## src/hdl/dqd_pkg.sv

```systemverilog
// Package for the deadline queue dispatcher: payload structs, sizes and controller interface types.
// Used by dqd_ctrl, dqd_datapath and deadline_queue_dispatcher; depends on nothing.
package dqd_pkg;

	localparam int QueueDepth = 3;
	localparam int MaxServers = 2;
	localparam int TimeWidth = 24;
	localparam int SlotCount = MaxServers * QueueDepth;
	localparam int SlotWidth = $clog2(SlotCount);
	localparam int PtrWidth = (QueueDepth > 1) ? $clog2(QueueDepth) : 1;
	localparam int CountWidth = $clog2(QueueDepth + 1);
	localparam int SrvWidth = (MaxServers > 1) ? $clog2(MaxServers) : 1;

	localparam logic CMD_JOB = 1'b0;
	localparam logic CMD_FLUSH = 1'b1;
	localparam logic KIND_ABORT = 1'b0;
	localparam logic KIND_TIMEOUT = 1'b1;

	typedef logic [TimeWidth-1:0] time_t;

	typedef struct packed {
		logic cmd;
		logic [15:0] order_id;
		logic [23:0] arrival;
		logic [23:0] duration;
		logic [23:0] deadline;
	} in_item_t;

	typedef struct packed {
		logic kind;
		logic [15:0] job_id;
		logic [1:0] server;
		logic [23:0] delay;
		logic [23:0] event_time;
		logic last;
	} out_item_t;

	// Commands from the controller to the datapath.
	typedef struct packed {
		logic load;
		logic read_head;
		logic pop;
		logic place;
		logic reject;
		logic emit;
		logic emit_last;
		logic [SrvWidth-1:0] srv;
	} dp_cmd_t;

	// Status from the datapath to the controller.
	typedef struct packed {
		logic is_flush;
		logic dropped;
		logic can_serve;
		logic pop_emits;
		logic out_busy;
		logic single;
	} dp_stat_t;

endpackage

```

## src/hdl/dqd_ctrl.sv

```systemverilog
// Controller state machine of the dispatcher: sequences serving, placement and record output.
// Depends on dqd_pkg; drives dqd_datapath through dp_cmd_t and reads dp_stat_t.
module dqd_ctrl (
	input logic clk,
	input logic arst_n,
	input logic in_valid,
	output logic in_ready,
	input dqd_pkg::dp_stat_t stat,
	output dqd_pkg::dp_cmd_t cmd
);

	localparam logic [2:0] ST_IDLE = 3'd0;
	localparam logic [2:0] ST_CHECK = 3'd1;
	localparam logic [2:0] ST_READ = 3'd2;
	localparam logic [2:0] ST_POP = 3'd3;
	localparam logic [2:0] ST_PLACE = 3'd4;
	localparam logic [2:0] ST_LAST = 3'd5;

	logic [2:0] state_q, state_d;
	logic [dqd_pkg::SrvWidth-1:0] srv_q, srv_d;
	logic pend_q, pend_d;
	logic srv_done;
	logic [dqd_pkg::SrvWidth:0] srv_lim;

	assign srv_lim = (stat.is_flush || !stat.single) ?
		(dqd_pkg::SrvWidth+1)'(dqd_pkg::MaxServers) : (dqd_pkg::SrvWidth+1)'(1);
	assign srv_done = ((dqd_pkg::SrvWidth+1)'(srv_q) + 1'b1) >= srv_lim;
	assign in_ready = (state_q == ST_IDLE);

	always_comb begin
		state_d = state_q;
		srv_d = srv_q;
		pend_d = pend_q;
		cmd = '0;
		cmd.srv = srv_q;
		unique case (state_q)
			ST_IDLE: begin
				if (in_valid) begin
					cmd.load = 1'b1;
					srv_d = '0;
					pend_d = 1'b0;
					state_d = ST_CHECK;
				end
			end
			ST_CHECK: begin
				if (stat.out_busy) begin
					state_d = ST_CHECK;
				end else if (!stat.is_flush && stat.dropped) begin
					state_d = ST_LAST;
				end else if (stat.can_serve) begin
					state_d = ST_READ;
				end else if (!srv_done) begin
					srv_d = srv_q + 1'b1;
				end else if (stat.is_flush) begin
					state_d = ST_LAST;
				end else begin
					state_d = ST_PLACE;
				end
			end
			ST_READ: begin
				cmd.read_head = 1'b1;
				state_d = ST_POP;
			end
			ST_POP: begin
				if (!stat.out_busy) begin
					cmd.pop = 1'b1;
					if (stat.pop_emits) begin
						cmd.emit = 1'b1;
						pend_d = 1'b1;
					end
					state_d = ST_CHECK;
				end
			end
			ST_PLACE: begin
				if (!stat.out_busy) begin
					cmd.place = 1'b1;
					if (stat.dropped) begin
						cmd.reject = 1'b1;
						cmd.emit = 1'b1;
						pend_d = 1'b1;
					end
					state_d = ST_LAST;
				end
			end
			ST_LAST: begin
				if (!stat.out_busy) begin
					if (pend_q) begin
						cmd.emit_last = 1'b1;
					end
					state_d = ST_IDLE;
				end
			end
			default: begin
				state_d = ST_IDLE;
			end
		endcase
	end

	always_ff @(posedge clk or negedge arst_n) begin
		if (!arst_n) begin
			state_q <= ST_IDLE;
			srv_q <= '0;
			pend_q <= 1'b0;
		end else begin
			state_q <= state_d;
			srv_q <= srv_d;
			pend_q <= pend_d;
		end
	end

	a_place_after_check: assert property (@(posedge clk) disable iff (!arst_n)
		(state_q == ST_PLACE) |-> ($past(state_q) == ST_CHECK || $past(state_q) == ST_PLACE))
		else $error("placement not entered from check");
	a_pop_after_read: assert property (@(posedge clk) disable iff (!arst_n)
		(state_q == ST_READ) |=> (state_q == ST_POP))
		else $error("head read not followed by pop");
	a_ready_idle: assert property (@(posedge clk) disable iff (!arst_n)
		cmd.load |-> in_ready)
		else $error("load outside idle");

endmodule

```

## config.mk

```make
export PLATFORM = sky130hd
export DESIGN_NAME = dqd_ctrl
export DESIGN_NICKNAME = d
export VERILOG_FILES = /design/src/hdl/dqd_pkg.sv /design/src/hdl/dqd_ctrl.sv
export SDC_FILE = /design/constraint.sdc
export NUM_CORES = 1
export LEC_CHECK = 0
export ABC_CLOCK_PERIOD_IN_PS = 3200
export BUFFER_PORTS_ARGS = -buffer_cell sky130_fd_sc_hd__buf_2
export CORE_AREA = 2 2 39 41
export DETAILED_ROUTE_END_ITERATION = 10
export DIE_AREA = 0 0 41 43
export SYNTH_ARGS = -nofsm -noshare
export SYNTH_HDL_FRONTEND = slang
export SYNTH_SLANG_ARGS = --single-unit
```

## constraint.sdc

```tcl
create_clock -name clk -period 3.2 [get_ports clk]
set_input_delay 0.32 -clock clk [delete_from_list [all_inputs] [get_ports clk]]
set_output_delay 0.32 -clock clk [all_outputs]
set_load 0.02 [all_outputs]
```

## After elaboration in Yosys (flattened, before gate mapping)

Cells that the tools add are included.

- Register bits: 5
- Input port bits: 9
- Logic and storage cells: 68

- $add $sub $neg: 2
- $lt $le $gt $ge: 1
- Equal/unequal tests: 16
- Multiplexer cells: 36
- Reduce and logical (&&, ||, !) cells: 10

Operators with widths:

| operator | number |
|---|---|
| 3-bit two-way mux | 9 |
| 1-bit two-way mux | 20 |
| 2-bit inequality test, second input constant | 10 |
| 3-bit one-hot mux with 6 select lines | 1 |
| 6-bit AND reduction | 2 |
| 3-bit by 2-bit == test with 1-bit output, second input constant | 2 |
| 3-bit == test, second input constant | 2 |
| 2-bit two-way mux | 3 |
| 5-bit inequality test, second input constant | 1 |
| 5-bit AND reduction | 1 |
| 1-bit one-hot mux with 2 select lines | 2 |
| 3-bit by 1-bit == test with 1-bit output, second input constant | 1 |
| 3-bit logical NOT | 1 |
| 1-bit one-hot mux with 3 select lines | 1 |
| 3-bit nonzero test | 1 |
| 1-bit by 1-bit adder with 2-bit output, second input constant | 1 |
| 2-bit greater-or-equal comparator | 1 |
| 1-bit logical NOT | 2 |
| 2-bit nonzero test | 1 |
| 1-bit adder, second input constant | 1 |
| 1-bit logical AND | 1 |
| 1-bit logical OR | 1 |

## Depth between registers and ports, before layout

- Depth after elaboration: 9
- Gate-level depth with buffers: 5
- Gate-level depth less buffers: 4

## Worst setup path after synthesis

Ideal clock, no wire load.

- Kind: register -> output
- Start: register state_q[1]
- End: output port cmd[3] (netlist bit)
- Arrival time: 1.354 ns
- Required time: 2.880 ns
- Setup slack: 1.526 ns
- Cell stages (with the launch flop): 4
- Cells stage by stage: dfrtp_1 > buf_4 > nor4b_2 > and2_1

RTL lines:

| item | line | text |
|---|---|---|
| from (decl) | dqd_ctrl.sv:19 | `logic [2:0] state_q, state_d;` |
| from (signal assigned) | dqd_ctrl.sv:105 | `state_q <= state_d;` |
| to (decl) | dqd_ctrl.sv:9 | `output dqd_pkg::dp_cmd_t cmd` |

==> impl_metrics.csv <==
group,metric,value,unit
status,outcome,"finished clean",
synthesis,synth_area_per_cell,9.75,sq um
worst_setup_path,slowest_delay,570,ps
worst_setup_path,crit_path_start_kind,"flip-flop",
worst_setup_path,crit_arrival,1390,ps
global_routing,grt_max_degree,13,
global_routing,grt_pass1_wl,1330,microns
cells_and_area,drive_above_1_share,42.6,%
placed_design,placed_cell_area,494,sq um
worst_setup_path,reg2regPathDepth,3,
power,leakage,0.000253,uW
timing,fmax,585,MHz
worst_setup_path,endpoint_kind,"output pin",
route,totalWireLength,852,microns
cells_and_area,syn2layout_area_growth,26.6,%
timing,finClkSkew,4.83,ps
floorplan,pin_count,18,
route,final_antenna_net_count,0,
floorplan,initial_core_util,30.3,%
floorplan,fp.dieW,41,microns
synthesis,synth_seq_cells,5,
worst_setup_path,path_cells,"nor4b_2, and2_1, buf_2",
job,cap_violations,0,
clock_tree,cts_root_buf,"clkbuf_4",
synthesis,synth_nets,52,
clock_tree,clk_pin_slew,40,ps
worst_setup_path,crit_type,"flip-flop to output pin",
clock_tree,clk_path_buf_depth,2,
synthesis,ys_types,25,
route,viasPerCell,5.03,
synthesis,yosysWarnings,0,
route,drt_first_pass_iters,2,
timing,hold_viol_final,0,
clock_tree,cts_tree,"done",
timing,maxSlewViolCount,0,
timing,setup-tns-final,0,ps
floorplan,die_height,43,microns
timing,setup_viol,0,
cells_and_area,utilization,38.3,%
synthesis,ys_seq_area_share,29.9,%
clock_tree,clock_sinks,5,
route,wl_per_cell,11.1,microns
cells_and_area,diodes,0,
placed_design,place_congestion,0.669,
clock_tree,clkLatencyLatePin,240,ps
synthesis,synth_area,419,sq um
route,drt-initial-drc-count,3,
timing,fin_crit_sh,53.5,%
worst_setup_path,crit_required,2880,ps
synthesis,postSynthCellCount,43,
min_path,min_path_type,"input pin to flip-flop",
min_path,whs_path_depth,4,
cells_and_area,fin_area,531,sq um
clock_tree,cts_setup_buffers,0,
placed_design,dp_hpwl,703,microns
timing,rsz0062_at_grt,"no",
power,totalPowerFinal,421,uW
power,power.density,794,mW/mm^2
route,dr_total_vias,387,
floorplan,coreArea,0.00138,sq mm
min_path,hold_end,"srv_q",
placed_design,port_buffers,17,
clock_tree,cts_buffers,3,
timing,fin_crit,1710,ps
route,drc,0,
global_routing,grt_overflow,0,
min_path,hold_start,"in_valid",
global_routing,grt_pass1_vias,332,
cells_and_area,nNetsFinal,71,
worst_setup_path,r2r_slack,1960,ps
floorplan,num_rows,14,
worst_setup_path,path_max_fanout,12,
worst_setup_path,timing.rr.end,"state_q[0]",
power,ir_drop,231,uV
worst_setup_path,cp_slowest_cell,"dfrtp_1",
worst_setup_path,rr_startpoint,"state_q[0]",
clock_tree,htreeDepth,1,
global_routing,grt_use_total,11.0,%
global_routing,antenna_found_initial,0,
timing,max_slew_margin,72.1,%
floorplan,die_area,0.00176,sq mm
timing,worst_slew_pin_slew,419,ps
synthesized netlist by cell type:
cell | number | area [sq um]
dfrtp_1 | 5 | 125
nor2_1 | 5 | 18.8
buf_4 | 4 | 30.0
nand2b_1 | 3 | 18.8
a21oi_1 | 2 | 10.0
inv_1 | 2 | 7.51
nand2_1 | 2 | 7.51
nand4_1 | 2 | 12.5
nand4b_1 | 2 | 17.5
a2111oi_4 | 1 | 27.5
a21o_1 | 1 | 7.51
a311o_1 | 1 | 10.0
a31oi_1 | 1 | 6.26
a32o_1 | 1 | 10.0
and2_1 | 1 | 6.26
and3_1 | 1 | 6.26
nand2b_2 | 1 | 8.76
nand2b_4 | 1 | 13.8
nand3_1 | 1 | 5.00
nand3b_1 | 1 | 7.51
nand4bb_1 | 1 | 11.3
nor3_2 | 1 | 10.0
nor3b_4 | 1 | 18.8
nor4b_2 | 1 | 15.0
o21bai_1 | 1 | 7.51
flip-flops by register name, summed over array words and instances (netlist names):
name / cells
pend_q: 1
srv_q: 1
state_q: 3
per-stage QoR:
| step | setup slack [ps] | std cells | hold WS, ps |
|---|---|---|---|
| after floorplan | 1530 | 43 | 24.4 |
| after global placement | 1720 | 72 | 137 |
| after detailed placement | 1730 | 72 | 138 |
| after CTS | 1470 | 77 | 374 |
| after global routing | 1350 | 77 | 403 |
| final | 1490 | 77 | 377 |
metal layers:
metal	routed length, microns	track usage, %	vias to the layer above	share of wire [%]
li1	-	-	198	-
met1	346	11.8	176	41
met2	452	19.1	13	53
met3	53	3.14	0	6.2
met4	0	4.00	0	0
met5	0	0	-	0
final cells by class:
| cell class | count | area, sq um |
|---|---|---|
| multi-input cells | 32 | 256 |
| well taps | 16 | 20.0 |
| repair buffers | 18 | 95.1 |
| inverters | 2 | 7.51 |
| flip-flops and latches | 5 | 125 |
| fillers | 156 | 853 |
| clock buffers | 4 | 26.3 |
worst max path at each step:
stage                     startpoint  endpoint  depth (start not counted)
after floorplan           state_q[1]    cmd[3]                          3
after detailed placement  state_q[1]    cmd[1]                          3
after global routing      state_q[2]    cmd[3]                          3
final                     state_q[2]    cmd[3]                          3
after CTS                 state_q[2]    cmd[3]                          3
after global placement    state_q[2]    cmd[3]                          3
placed cells by master (no fill, tap or decap), types with 2 or more instances in the layout:
cell,count
inv_1,2
dfrtp_1,5
a21oi_1,2
nand4b_1,2
nand4_1,2
nor2_1,5
buf_2,17
clkbuf_4,3
nand2b_1,3
nand2_1,2
worst max-delay path, delay by kind of cell (launching register included):
family	cells	cell delay, ps
flip-flops	1	570
AND/OR/NAND/NOR	2	430
buffers and inverters	1	150
logic make-up (layout without fill, tap and decap cells):
group	Yosys count	in the layout	share of synthesized area [%]
AND/OR/NAND/NOR	24	24	42.4
buffers and inverters	6	24	8.96
AO/OA/AOI/OAI	8	8	18.8
flip-flops	5	5	29.9
power by group:
group / switching, uW / total (uW) / internal (uW)
combinational: 98.6 / 195 / 96.0
sequential: 64.2 / 156 / 91.5
clock: 24.1 / 71.1 / 47.0
repair_timing:
item	in CTS	in global routing
endpoints found under the hold margin	5	0
hold buffers	1	0
resized for setup	0	0
Power figures use the tool's default switching activity.
