[src/hdl/dqd_pkg.sv]
// Package for the deadline queue dispatcher: payload structs, sizes and controller interface types.
// Used by dqd_ctrl, dqd_datapath and deadline_queue_dispatcher; depends on nothing.
package dqd_pkg;

	localparam int QueueDepth = 3;
	localparam int MaxServers = 2;
	localparam int TimeWidth = 24;
	localparam int SlotCount = MaxServers * QueueDepth;
	localparam int SlotWidth = $clog2(SlotCount);
	localparam int PtrWidth = (QueueDepth > 1) ? $clog2(QueueDepth) : 1;
	localparam int CountWidth = $clog2(QueueDepth + 1);
	localparam int SrvWidth = (MaxServers > 1) ? $clog2(MaxServers) : 1;

	localparam logic CMD_JOB = 1'b0;
	localparam logic CMD_FLUSH = 1'b1;
	localparam logic KIND_ABORT = 1'b0;
	localparam logic KIND_TIMEOUT = 1'b1;

	typedef logic [TimeWidth-1:0] time_t;

	typedef struct packed {
		logic cmd;
		logic [15:0] order_id;
		logic [23:0] arrival;
		logic [23:0] duration;
		logic [23:0] deadline;
	} in_item_t;

	typedef struct packed {
		logic kind;
		logic [15:0] job_id;
		logic [1:0] server;
		logic [23:0] delay;
		logic [23:0] event_time;
		logic last;
	} out_item_t;

	// Commands from the controller to the datapath.
	typedef struct packed {
		logic load;
		logic read_head;
		logic pop;
		logic place;
		logic reject;
		logic emit;
		logic emit_last;
		logic [SrvWidth-1:0] srv;
	} dp_cmd_t;

	// Status from the datapath to the controller.
	typedef struct packed {
		logic is_flush;
		logic dropped;
		logic can_serve;
		logic pop_emits;
		logic out_busy;
		logic single;
	} dp_stat_t;

endpackage

[src/hdl/dqd_datapath.sv]
// Datapath of the dispatcher: queues, free times, placement choice and the output register.
// Depends on dqd_pkg; commanded by dqd_ctrl.
module dqd_datapath (
	input logic clk,
	input logic arst_n,
	input logic cfg_we,
	input logic [1:0] cfg_data,
	input dqd_pkg::in_item_t in_data,
	input dqd_pkg::dp_cmd_t cmd,
	output dqd_pkg::dp_stat_t stat,
	output logic out_valid,
	input logic out_stall,
	output dqd_pkg::out_item_t out_data
);

	localparam int TW = dqd_pkg::TimeWidth;
	localparam int SW = dqd_pkg::SrvWidth;
	localparam int CW = dqd_pkg::CountWidth;
	localparam int PW = dqd_pkg::PtrWidth;
	localparam int LW = dqd_pkg::SlotWidth;

	logic [1:0] cnt_cfg_q;
	dqd_pkg::in_item_t job_q;
	dqd_pkg::time_t free_q [dqd_pkg::MaxServers];
	logic [PW-1:0] head_q [dqd_pkg::MaxServers];
	logic [CW-1:0] count_q [dqd_pkg::MaxServers];
	logic [15:0] mem_id [dqd_pkg::SlotCount];
	dqd_pkg::time_t mem_arr [dqd_pkg::SlotCount];
	dqd_pkg::time_t mem_dur [dqd_pkg::SlotCount];
	dqd_pkg::time_t mem_dl [dqd_pkg::SlotCount];
	logic [15:0] hd_id_q;
	dqd_pkg::time_t hd_arr_q, hd_dur_q, hd_dl_q;
	logic out_valid_q;
	dqd_pkg::out_item_t out_q;
	logic pend_valid_q;
	dqd_pkg::out_item_t pend_q;

	logic single;
	logic [TW:0] job_sum, pop_sum;
	dqd_pkg::time_t cur_free, new_free, pop_delay;
	logic pop_abort, pop_timeout;
	logic [LW-1:0] head_slot, tail_slot;
	logic [SW-1:0] pick;
	logic pick_ok;
	logic [CW-1:0] best_cnt;
	dqd_pkg::out_item_t rec;
	dqd_pkg::out_item_t pend_out;

	assign single = (cnt_cfg_q != 2'd2) && (cnt_cfg_q != 2'd3) || (dqd_pkg::MaxServers == 1);
	assign job_sum = {1'b0, job_q.arrival} + {1'b0, job_q.duration};
	assign cur_free = free_q[cmd.srv];
	assign pop_sum = {1'b0, cur_free} + {1'b0, hd_dur_q};
	assign new_free = pop_sum[TW] ? '1 : pop_sum[TW-1:0];
	assign pop_abort = hd_dl_q <= cur_free;
	assign pop_timeout = new_free > hd_dl_q;
	assign pop_delay = (cur_free > hd_arr_q) ? cur_free - hd_arr_q : '0;
	assign head_slot = LW'(cmd.srv * dqd_pkg::QueueDepth) + LW'(head_q[cmd.srv]);

	always_comb begin
		logic [CW:0] t;
		pick = '0;
		pick_ok = 1'b0;
		best_cnt = '0;
		t = '0;
		for (int s = 0; s < dqd_pkg::MaxServers; s++) begin
			if ((s == 0 || !single) && !pick_ok && count_q[s] == '0 &&
				free_q[s] <= job_q.arrival) begin
				pick = SW'(s);
				pick_ok = 1'b1;
			end
		end
		if (!pick_ok) begin
			for (int s = 0; s < dqd_pkg::MaxServers; s++) begin
				if ((s == 0 || !single) && count_q[s] < CW'(dqd_pkg::QueueDepth) &&
					(!pick_ok || count_q[s] < best_cnt)) begin
					pick = SW'(s);
					pick_ok = 1'b1;
					best_cnt = count_q[s];
				end
			end
		end
		t = {1'b0, head_q[pick]} + {1'b0, count_q[pick]};
		if (t >= (CW+1)'(dqd_pkg::QueueDepth)) begin
			t = t - (CW+1)'(dqd_pkg::QueueDepth);
		end
		tail_slot = LW'(pick * dqd_pkg::QueueDepth) + LW'(t);
	end

	always_comb begin
		rec = '0;
		if (cmd.reject) begin
			rec.kind = dqd_pkg::KIND_ABORT;
			rec.job_id = job_q.order_id;
			rec.server = single ? 2'd1 : 2'd0;
			rec.event_time = job_q.arrival;
		end else begin
			rec.kind = pop_abort ? dqd_pkg::KIND_ABORT : dqd_pkg::KIND_TIMEOUT;
			rec.job_id = hd_id_q;
			rec.server = 2'(cmd.srv) + 2'd1;
			rec.delay = pop_delay;
			rec.event_time = pop_abort ? cur_free : new_free;
		end
		rec.last = 1'b0;
	end

	always_comb begin
		pend_out = pend_q;
		pend_out.last = cmd.emit_last;
	end

	assign stat.is_flush = job_q.cmd == dqd_pkg::CMD_FLUSH;
	assign stat.dropped = cmd.place ? !pick_ok : (job_sum > {1'b0, job_q.deadline});
	assign stat.can_serve = count_q[cmd.srv] != '0 &&
		(job_q.cmd == dqd_pkg::CMD_FLUSH || cur_free <= job_q.arrival);
	assign stat.pop_emits = pop_abort || pop_timeout;
	assign stat.out_busy = pend_valid_q && out_valid_q;
	assign stat.single = single;

	assign out_valid = out_valid_q;
	assign out_data = out_q;

	// A record is held in a pending register so the final one of an item can carry last.
	always_ff @(posedge clk or negedge arst_n) begin
		if (!arst_n) begin
			cnt_cfg_q <= 2'd2;
			out_valid_q <= 1'b0;
			pend_valid_q <= 1'b0;
			for (int s = 0; s < dqd_pkg::MaxServers; s++) begin
				free_q[s] <= '0;
				head_q[s] <= '0;
				count_q[s] <= '0;
			end
		end else begin
			if (cfg_we) begin
				cnt_cfg_q <= cfg_data;
			end
			if (pend_valid_q && (cmd.emit || cmd.emit_last)) begin
				out_valid_q <= 1'b1;
				out_q <= pend_out;
			end else if (out_valid_q && !out_stall) begin
				out_valid_q <= 1'b0;
			end
			if (cmd.emit) begin
				pend_valid_q <= 1'b1;
				pend_q <= rec;
			end else if (cmd.emit_last) begin
				pend_valid_q <= 1'b0;
			end
			if (cmd.pop) begin
				head_q[cmd.srv] <= (head_q[cmd.srv] == PW'(dqd_pkg::QueueDepth - 1)) ?
					'0 : head_q[cmd.srv] + 1'b1;
				count_q[cmd.srv] <= count_q[cmd.srv] - 1'b1;
				if (!pop_abort) begin
					free_q[cmd.srv] <= new_free;
				end
			end
			if (cmd.place && pick_ok) begin
				count_q[pick] <= count_q[pick] + 1'b1;
				if (free_q[pick] < job_q.arrival) begin
					free_q[pick] <= job_q.arrival;
				end
			end
		end
	end

	always_ff @(posedge clk) begin
		if (cmd.load) begin
			job_q <= in_data;
		end
		if (cmd.read_head) begin
			hd_id_q <= mem_id[head_slot];
			hd_arr_q <= mem_arr[head_slot];
			hd_dur_q <= mem_dur[head_slot];
			hd_dl_q <= mem_dl[head_slot];
		end
		if (cmd.place && pick_ok) begin
			mem_id[tail_slot] <= job_q.order_id;
			mem_arr[tail_slot] <= job_q.arrival;
			mem_dur[tail_slot] <= job_q.duration;
			mem_dl[tail_slot] <= job_q.deadline;
		end
	end

	a_count_bound: assert property (@(posedge clk) disable iff (!arst_n)
		count_q[0] <= CW'(dqd_pkg::QueueDepth))
		else $error("queue count above depth");
	a_no_pop_empty: assert property (@(posedge clk) disable iff (!arst_n)
		cmd.pop |-> (count_q[cmd.srv] != '0))
		else $error("pop from empty queue");
	a_no_overwrite: assert property (@(posedge clk) disable iff (!arst_n)
		(out_valid_q && out_stall) |=> (out_valid_q && $stable(out_q)))
		else $error("stalled record changed");

endmodule
[config.mk]
export PLATFORM = sky130hd
export DESIGN_NAME = dqd_datapath
export DESIGN_NICKNAME = d
export VERILOG_FILES = /design/src/hdl/dqd_pkg.sv /design/src/hdl/dqd_datapath.sv
export SDC_FILE = /design/constraint.sdc
export NUM_CORES = 1
export LEC_CHECK = 0
export BUFFER_PORTS_ARGS = -buffer_cell sky130_fd_sc_hd__buf_2
export CAP_MARGIN = 20
export CORE_MARGIN = 4
export CORE_UTILIZATION = 48
export CTS_CLUSTER_SIZE = 16
export DETAILED_ROUTE_END_ITERATION = 7
export PLACE_DENSITY_LB_ADDON = 0.25
export SLEW_MARGIN = 20
export SYNTH_ARGS = -nofsm -noshare
export SYNTH_HDL_FRONTEND = slang
export SYNTH_SLANG_ARGS = --single-unit
[constraint.sdc]
create_clock -name clk -period 16.6 [get_ports clk]
set_input_delay 3.32 -clock clk [delete_from_list [all_inputs] [get_ports clk]]
set_output_delay 3.32 -clock clk [all_outputs]
set_load 0.02 [all_outputs]
Word-level counts from Yosys, hierarchy flattened. Memories as Yosys holds them, arrays and structs flattened. A register that Yosys moved wholly into a read port is not among the register bits. Cells that the tools add are included.

Add/subtract/negate cells: 11. $mul: 2. Div/mod/pow operators: 0. Magnitude comparators: 17. Equality and inequality tests: 3. Shift-type cells: 0. Muxes and demuxes: 64. Bitwise gates (word level): 3. Reductions and logical operators: 34.

Operators with widths (count): 24-bit two-way mux (11); 48-bit two-way mux (4); 48-bit bitwise mux (2); 24-bit <= comparator (4); 24-bit by 24-bit adder with 25-bit output (2); 24-bit demux with 1-bit select (2); 24-bit greater-than comparator (2); 2-bit two-way mux (17); 25-bit by 24-bit greater-than comparator with 1-bit output (1); 24-bit less-than comparator (1); 24-bit subtractor (1); 1-bit two-way mux (19); 18-bit two-way mux (1); 1-bit logical AND (15); 4-bit bitwise mux (3); 4-bit two-way mux (2); 1-bit zero test (6); 2-bit by 1-bit less-than comparator with 1-bit output, second input constant (3); 1-bit by 2-bit multiplier with 3-bit output, second input constant (2); 2-bit nonzero test (3); 1-bit logical OR (5); 2-bit by 1-bit adder with 2-bit output, second input constant (2); 2-bit demux with 1-bit select (2); 2-bit >= comparator, second input constant (2); 17 further kinds (22).

Flip-flop bits (word level): 284. Latch bits: 0. RAM bits: 528. ROM bits: 0. Output and inout bits: 75. Memories kept: 4.

Memories: mem_arr (depth 6, bits a word 24, rd ports 1, clocked after Yosys merged registers in 1, wr ports 1, RTL line dqd_datapath.sv:28) `dqd_pkg::time_t mem_arr [dqd_pkg::SlotCount];`; mem_dl (depth 6, bits a word 24, rd ports 1, clocked after Yosys merged registers in 1, wr ports 1, RTL line dqd_datapath.sv:30) `dqd_pkg::time_t mem_dl [dqd_pkg::SlotCount];`; mem_dur (depth 6, bits a word 24, rd ports 1, clocked after Yosys merged registers in 1, wr ports 1, RTL line dqd_datapath.sv:29) `dqd_pkg::time_t mem_dur [dqd_pkg::SlotCount];`; mem_id (depth 6, bits a word 16, rd ports 1, clocked after Yosys merged registers in 1, wr ports 1, RTL line dqd_datapath.sv:27) `logic [15:0] mem_id [dqd_pkg::SlotCount];`.

Longest topological paths before layout.
Word-level depth: 26. Depth in mapped cells: 34. Depth with buffers taken out: 33.

Worst setup path after synthesis. No wires, ideal clock.

Kind: register to register. Start: register job_q[71] (netlist name). End: memory mem_arr[3][0] (netlist name) (enable). Library setup time: 0.781 ns. Data arrival time: 14.427 ns. Data required time: 15.819 ns. Path slack: 1.391 ns. Cell stages (with the launch flop): 32. Clock period less this slack: 15.209 ns. Path through: edfxtp_1 > inv_1 > ha_1 > nand3_1 > or3_1 > or2_1 > o221ai_1 > nor3_1 > a21oi_1 > o21ai_0 > ha_1 > o21ai_0 > nand2_1 > o21ai_0 > o211ai_2 > buf_4 > buf_2 > nand2_1 > nand2_1 > ha_1 > inv_1 > fa_1 > inv_1 > ha_1 > ha_1 > nand2b_1 > mux2i_1 > ha_1 > inv_1 > fa_1 > xor2_1 > nor4b_1.

Longest elaborated chain between the ends: 26. Elaborated cells on any way between the ends: 42.

RTL lines: from (decl) (RTL line dqd_datapath.sv:23) `dqd_pkg::in_item_t job_q;`; from (signal assigned) (RTL line dqd_datapath.sv:168) `job_q <= in_data;`; 24-bit <= comparator (RTL line dqd_datapath.sv:67) `free_q[s] <= job_q.arrival) begin`; 1-bit logical AND (RTL line dqd_datapath.sv:66) `if ((s == 0 || !single) && !pick_ok && count_q[s] == '0 &&`; 1-bit two-way mux (RTL line dqd_datapath.sv:66); 1-bit zero test (RTL line dqd_datapath.sv:66); 1-bit logical AND (3 in a row) (RTL line dqd_datapath.sv:66); 1-bit two-way mux (RTL line dqd_datapath.sv:66); 1-bit zero test (RTL line dqd_datapath.sv:75) `(!pick_ok || count_q[s] < best_cnt)) begin`; 1-bit logical OR (RTL line dqd_datapath.sv:75); [6 not listed]; 1-bit two-way mux (RTL line dqd_datapath.sv:74) `if ((s == 0 || !single) && count_q[s] < CW'(dqd_pkg::QueueDepth) &&`; 1-bit two-way mux (RTL line dqd_datapath.sv:72) `if (!pick_ok) begin`; 1-bit NOT with 2-bit output (not written as such) (RTL line dqd_datapath.sv:82) `t = {1'b0, head_q[pick]} + {1'b0, count_q[pick]};`; 2-bit two-way mux (not written as such) (3 in a row) (RTL line dqd_datapath.sv:82); 2-bit by 2-bit adder with 3-bit output (RTL line dqd_datapath.sv:82); 3-bit by 2-bit subtractor with 3-bit output or 3-bit by 2-bit >= comparator with 1-bit output (tied branches) (RTL line dqd_datapath.sv:84, dqd_datapath.sv:83); 3-bit two-way mux (RTL line dqd_datapath.sv:83) `if (t >= (CW+1)'(dqd_pkg::QueueDepth)) begin`; 3-bit adder (RTL line dqd_datapath.sv:86) `tail_slot = LW'(pick * dqd_pkg::QueueDepth) + LW'(t);`; to (decl) (RTL line dqd_datapath.sv:28).

Parallel ways exist; a longest one is shown, timed or not. The select of a mux whose other input is x is not followed.

==> results list <==
- The worst hold path belongs to the class flip-flop to flip-flop.
- Clock-pin slew was measured on the worst setup and hold paths at approximately 0.060 ns.
- The initial utilization of the core area, before any placement, comes to about half.
- After synthesis the netlist holds a flip-flop and latch count of approximately 900.
- Total global-route track usage: 23.4%
- Entering global routing, the biggest net connects ~180 pins.
* Final weighted congestion in routability-driven placement: a little over 0.9
- Unrepaired setup endpoints after global routing: no
- Nature of the critical path endpoint: output port
* Shortest clock period the worst path allows after layout: 12.90 ns
- Antenna fix cells: 0
- Number of placed instances with taps included: between 4,000 and 5,000
- Mean Syn Cell Area: approximately 14 µm²
- After clock tree synthesis, the repair step resized 0 gates.
- Setup CP Type: input pin to output port
- Setup violations remaining at the end of the flow were counted as 0.
- Final Hold Slack: about 0.40 ns
- The die covers approximately 90,000 µm².
* Maximum fanout encountered on the critical timing path: 37
* Die outline height: 302 µm
- Compared with the post-synthesis result, the final layout area differs by 13.0%.
* Syn_nets: approximately 3,200
- Final routed wirelength across all metal layers: 107,000 µm
- In the routed layout, each cell is associated on average with a via count of 5.79.
* Number of hold-slack violations in the final timing report: 0
* Post-synth EDFFs: 840
- Number of nets still failing antenna checks after routing: 0
- In this run the tightest slew margin relative to its limit is between 20 and 25%.
* Cell Count, Final, Fillers Out: about 4,300
- Data on the critical path arrives at its endpoint at around 9.6 ns.
* Number of buffers between clock root and the deepest sink: 3
* Post-route clock period utilization: a little under 80%
* Max_cap viols: 0
- Max Transition Viols Final: 0
- Warning count from the yosys run: 0
- For the worst setup path, the data required time is around 13 ns.
- Summed over all cells, the static leakage comes to around 18 nW.
- Layout filler cell count: between 6,000 and 7,000
* Chip Width: 302 µm
* Number of setup buffers added after CTS: 0
- Detailed router's first-iteration violation count: between 1,500 and 2,000
- First-pass iteration count of the detailed router: 7
* Standard-cell row count: approximately 110
- VDD sags by at most about 0.25 mV.
* Root Buffer Master: sky130_fd_sc_hd__clkbuf_16
- For this run, asynchronously set or reset flops after synthesis account for 6.56%.
* Maximum clock skew at final layout: slightly above 0.06 ns
- For this run, the register share of the synthesized area comes to 64.4%.
- The number of antenna violations at the first check in global routing was 0.
* Share of the core filled with cells in the final layout: between 50% and 60%
* Most common cell after layout, fill and taps aside: sky130_fd_sc_hd__edfxtp_1
* Number of I/O pins: between 150 and 200
- Number of global-route vias before repair: between 20,000 and 30,000
- Power spread over the standard cell area amounts to between 200 and 250 nW/µm².
- For this run, the post-layout net count is between 3,000 and 4,000.
- For the pin with the worst max-slew slack, the measured transition is about 1.2 ns.
- Port buffering added about 180 buffers.
- Once detailed placement completed, the half-perimeter wirelength came to ~72,000 µm.
* Layout cell share with drive strength beyond 1: roughly 17%
- Critical path startpoint category: input pin
* Sum Neg Setup Slack: 0 ns
- Sink Count: 899
- CTS built an H-tree with a depth of 3.
- Sum of overflow across all layers after global routing: 0
- In the routed design, unresolved DRC markers number 0.
* TritonCTS clock tree: done
- Yosys mapped the design onto 76 distinct sky130hd cell types.
- Post-Syn Instances: roughly 2,900
- The core region is around 85,000 µm².
- Peak Freq: approximately 0.078 GHz
* Post-Syn Area: just over 40,000 µm²
* Num CTS Buffers: between 90 and 100
- In the synthesized netlist the dominant register cell turns out to be sky130_fd_sc_hd__edfxtp_1.
- The run finished with clean final reports.
* Overall power consumption: 10.9 mW
* Via Count: about 25,000
* Most frequent cells in the layout: sky130_fd_sc_hd__edfxtp_1, sky130_fd_sc_hd__ha_1, sky130_fd_sc_hd__nand2_1, sky130_fd_sc_hd__o21ai_0, sky130_fd_sc_hd__buf_2
* Routed len/inst: between 20 and 25 µm
- First-pass GRT wire length: 159,000 µm
- Insertion delay of the later-clocked pin in the worst-skew pair: 0.66 ns
- Post-cts hold buffer count: 0
==> synthesized netlist by cell type (23+ instances only) <==
| cell | number | area (µm²) |
|---|---|---|
| sky130_fd_sc_hd__mux2i_1 | 129 | 1290 |
| sky130_fd_sc_hd__nand4_1 | 34 | 213 |
| sky130_fd_sc_hd__a211oi_1 | 27 | 203 |
| sky130_fd_sc_hd__xnor2_1 | 30 | 263 |
| sky130_fd_sc_hd__dfrtp_1 | 58 | 1450 |
| sky130_fd_sc_hd__mux2_2 | 41 | 462 |
| sky130_fd_sc_hd__nand2_1 | 238 | 893 |
| sky130_fd_sc_hd__edfxtp_1 | 840 | 25200 |
| sky130_fd_sc_hd__buf_2 | 27 | 135 |
| sky130_fd_sc_hd__o2bb2ai_1 | 23 | 201 |
| sky130_fd_sc_hd__clkbuf_1 | 53 | 199 |
| sky130_fd_sc_hd__inv_1 | 157 | 589 |
| sky130_fd_sc_hd__nor2_1 | 135 | 507 |
| sky130_fd_sc_hd__nor3_1 | 50 | 250 |
| sky130_fd_sc_hd__nand3_1 | 51 | 255 |
| sky130_fd_sc_hd__a21oi_1 | 110 | 551 |
| sky130_fd_sc_hd__o21a_1 | 29 | 218 |
| sky130_fd_sc_hd__o21ai_0 | 176 | 881 |
| sky130_fd_sc_hd__a21o_1 | 41 | 308 |
| sky130_fd_sc_hd__o22ai_1 | 47 | 294 |
| sky130_fd_sc_hd__ha_1 | 246 | 3080 |
| sky130_fd_sc_hd__mux4_2 | 88 | 1980 |
==> final timing paths <==
| check | startpoint | end | slack [ns] | depth (start not counted) |
|---|---|---|---|---|
| max in group asynchronous | arst_n | free_q[44]$_DFF_PN0_ | 13.00 | 2 |
| min in group asynchronous | arst_n | pend_valid_q$_DFFE_PN0N_ | 2.51 | 1 |
| min reg2reg | pend_out[24]$_DFFE_PP_ | out_data[24]$_DFFE_PP_ | 0.40 | 0 |
| max | cmd[0] | stat[2] | 3.70 | 21 |
| max reg2reg | job_q[52]$_DFFE_PP_ | mem_arr[4][12]$_DFFE_PP_ | 6.95 | 35 |
| min | pend_out[24]$_DFFE_PP_ | out_data[24]$_DFFE_PP_ | 0.40 | 0 |
==> state kept, by name, summed over array words and instances (netlist names), 48 cells and up <==
name      count
pend_out     67
free_q       48
mem_id       96
mem_dur     144
out_data     68
mem_arr     144
job_q        88
mem_dl      144
==> report_power, final <==
| part | internal (mW) | switching, mW |
|---|---|---|
| logic | 1.54 | 3.08 |
| registers | 3.89 | 0.368 |
| clock network | 1.18 | 0.871 |
==> through the flow <==
stage | setup WS (ns) | area (µm²)
3_5_place_dp | 3.76 | 43800
6_report | 3.70 | 46800
5_1_grt | 3.42 | 46800
2_1_floorplan | 1.39 | 41400
3_3_place_gp | 3.85 | 43800
4_1_cts | 3.73 | 46800
==> kinds of logic after synthesis <==
kind of cell / Yosys count / synth area share, %
buffers and inverters: 261 / 2.58
muxes: 258 / 9.01
xor gates and xnor gates: 50 / 1.06
adders and majority gates: 251 / 7.67
AOI/OAI and AO/OA: 560 / 8.70
and+or+nand+nor: 596 / 6.52
DFF: 899 / 64.4
==> final cells by class <==
class                   instances  area (µm²)  share of cell area (%)
flip-flops and latches        899       26700                    57.0
multi-input cells            1715       13800                    29.4
clock buffers                 116        2430                    5.20
well taps                    1144        1430                    3.06
repair buffers                228        1290                    2.75
clock inverters                57         609                    1.30
inverters                     157         589                    1.26
==> per-layer routing <==
metal,global-route usage [%],part of all wire (%),up-vias
li1,-,-,11500
met1,31.1,42,12525
met2,39.9,50,801
met3,3.47,5.7,179
met4,7.27,3.0,0
met5,0,0,-
==> critical path, cell delays in order <==
cell	delay [ns]
sky130_fd_sc_hd__buf_2	0.08
sky130_fd_sc_hd__buf_4	0.48
sky130_fd_sc_hd__mux2_2	0.43
sky130_fd_sc_hd__inv_1	0.22
sky130_fd_sc_hd__fa_1	0.48
sky130_fd_sc_hd__nand2b_1	0.19
sky130_fd_sc_hd__a21oi_2	0.37
sky130_fd_sc_hd__o211ai_4	0.19
sky130_fd_sc_hd__a2111oi_4	0.53
sky130_fd_sc_hd__o2111ai_4	0.36
sky130_fd_sc_hd__nand3_1	0.45
sky130_fd_sc_hd__ha_1	0.32
sky130_fd_sc_hd__nor2b_1	0.13
sky130_fd_sc_hd__o21a_1	0.16
sky130_fd_sc_hd__o21a_1	0.16
sky130_fd_sc_hd__o211ai_1	0.15
sky130_fd_sc_hd__a21oi_1	0.09
sky130_fd_sc_hd__a211o_1	0.31
sky130_fd_sc_hd__a2111oi_0	0.43
sky130_fd_sc_hd__o21ai_0	0.38
sky130_fd_sc_hd__buf_2	0.28
No activity file was read; power rests on OpenSTA's default activity.
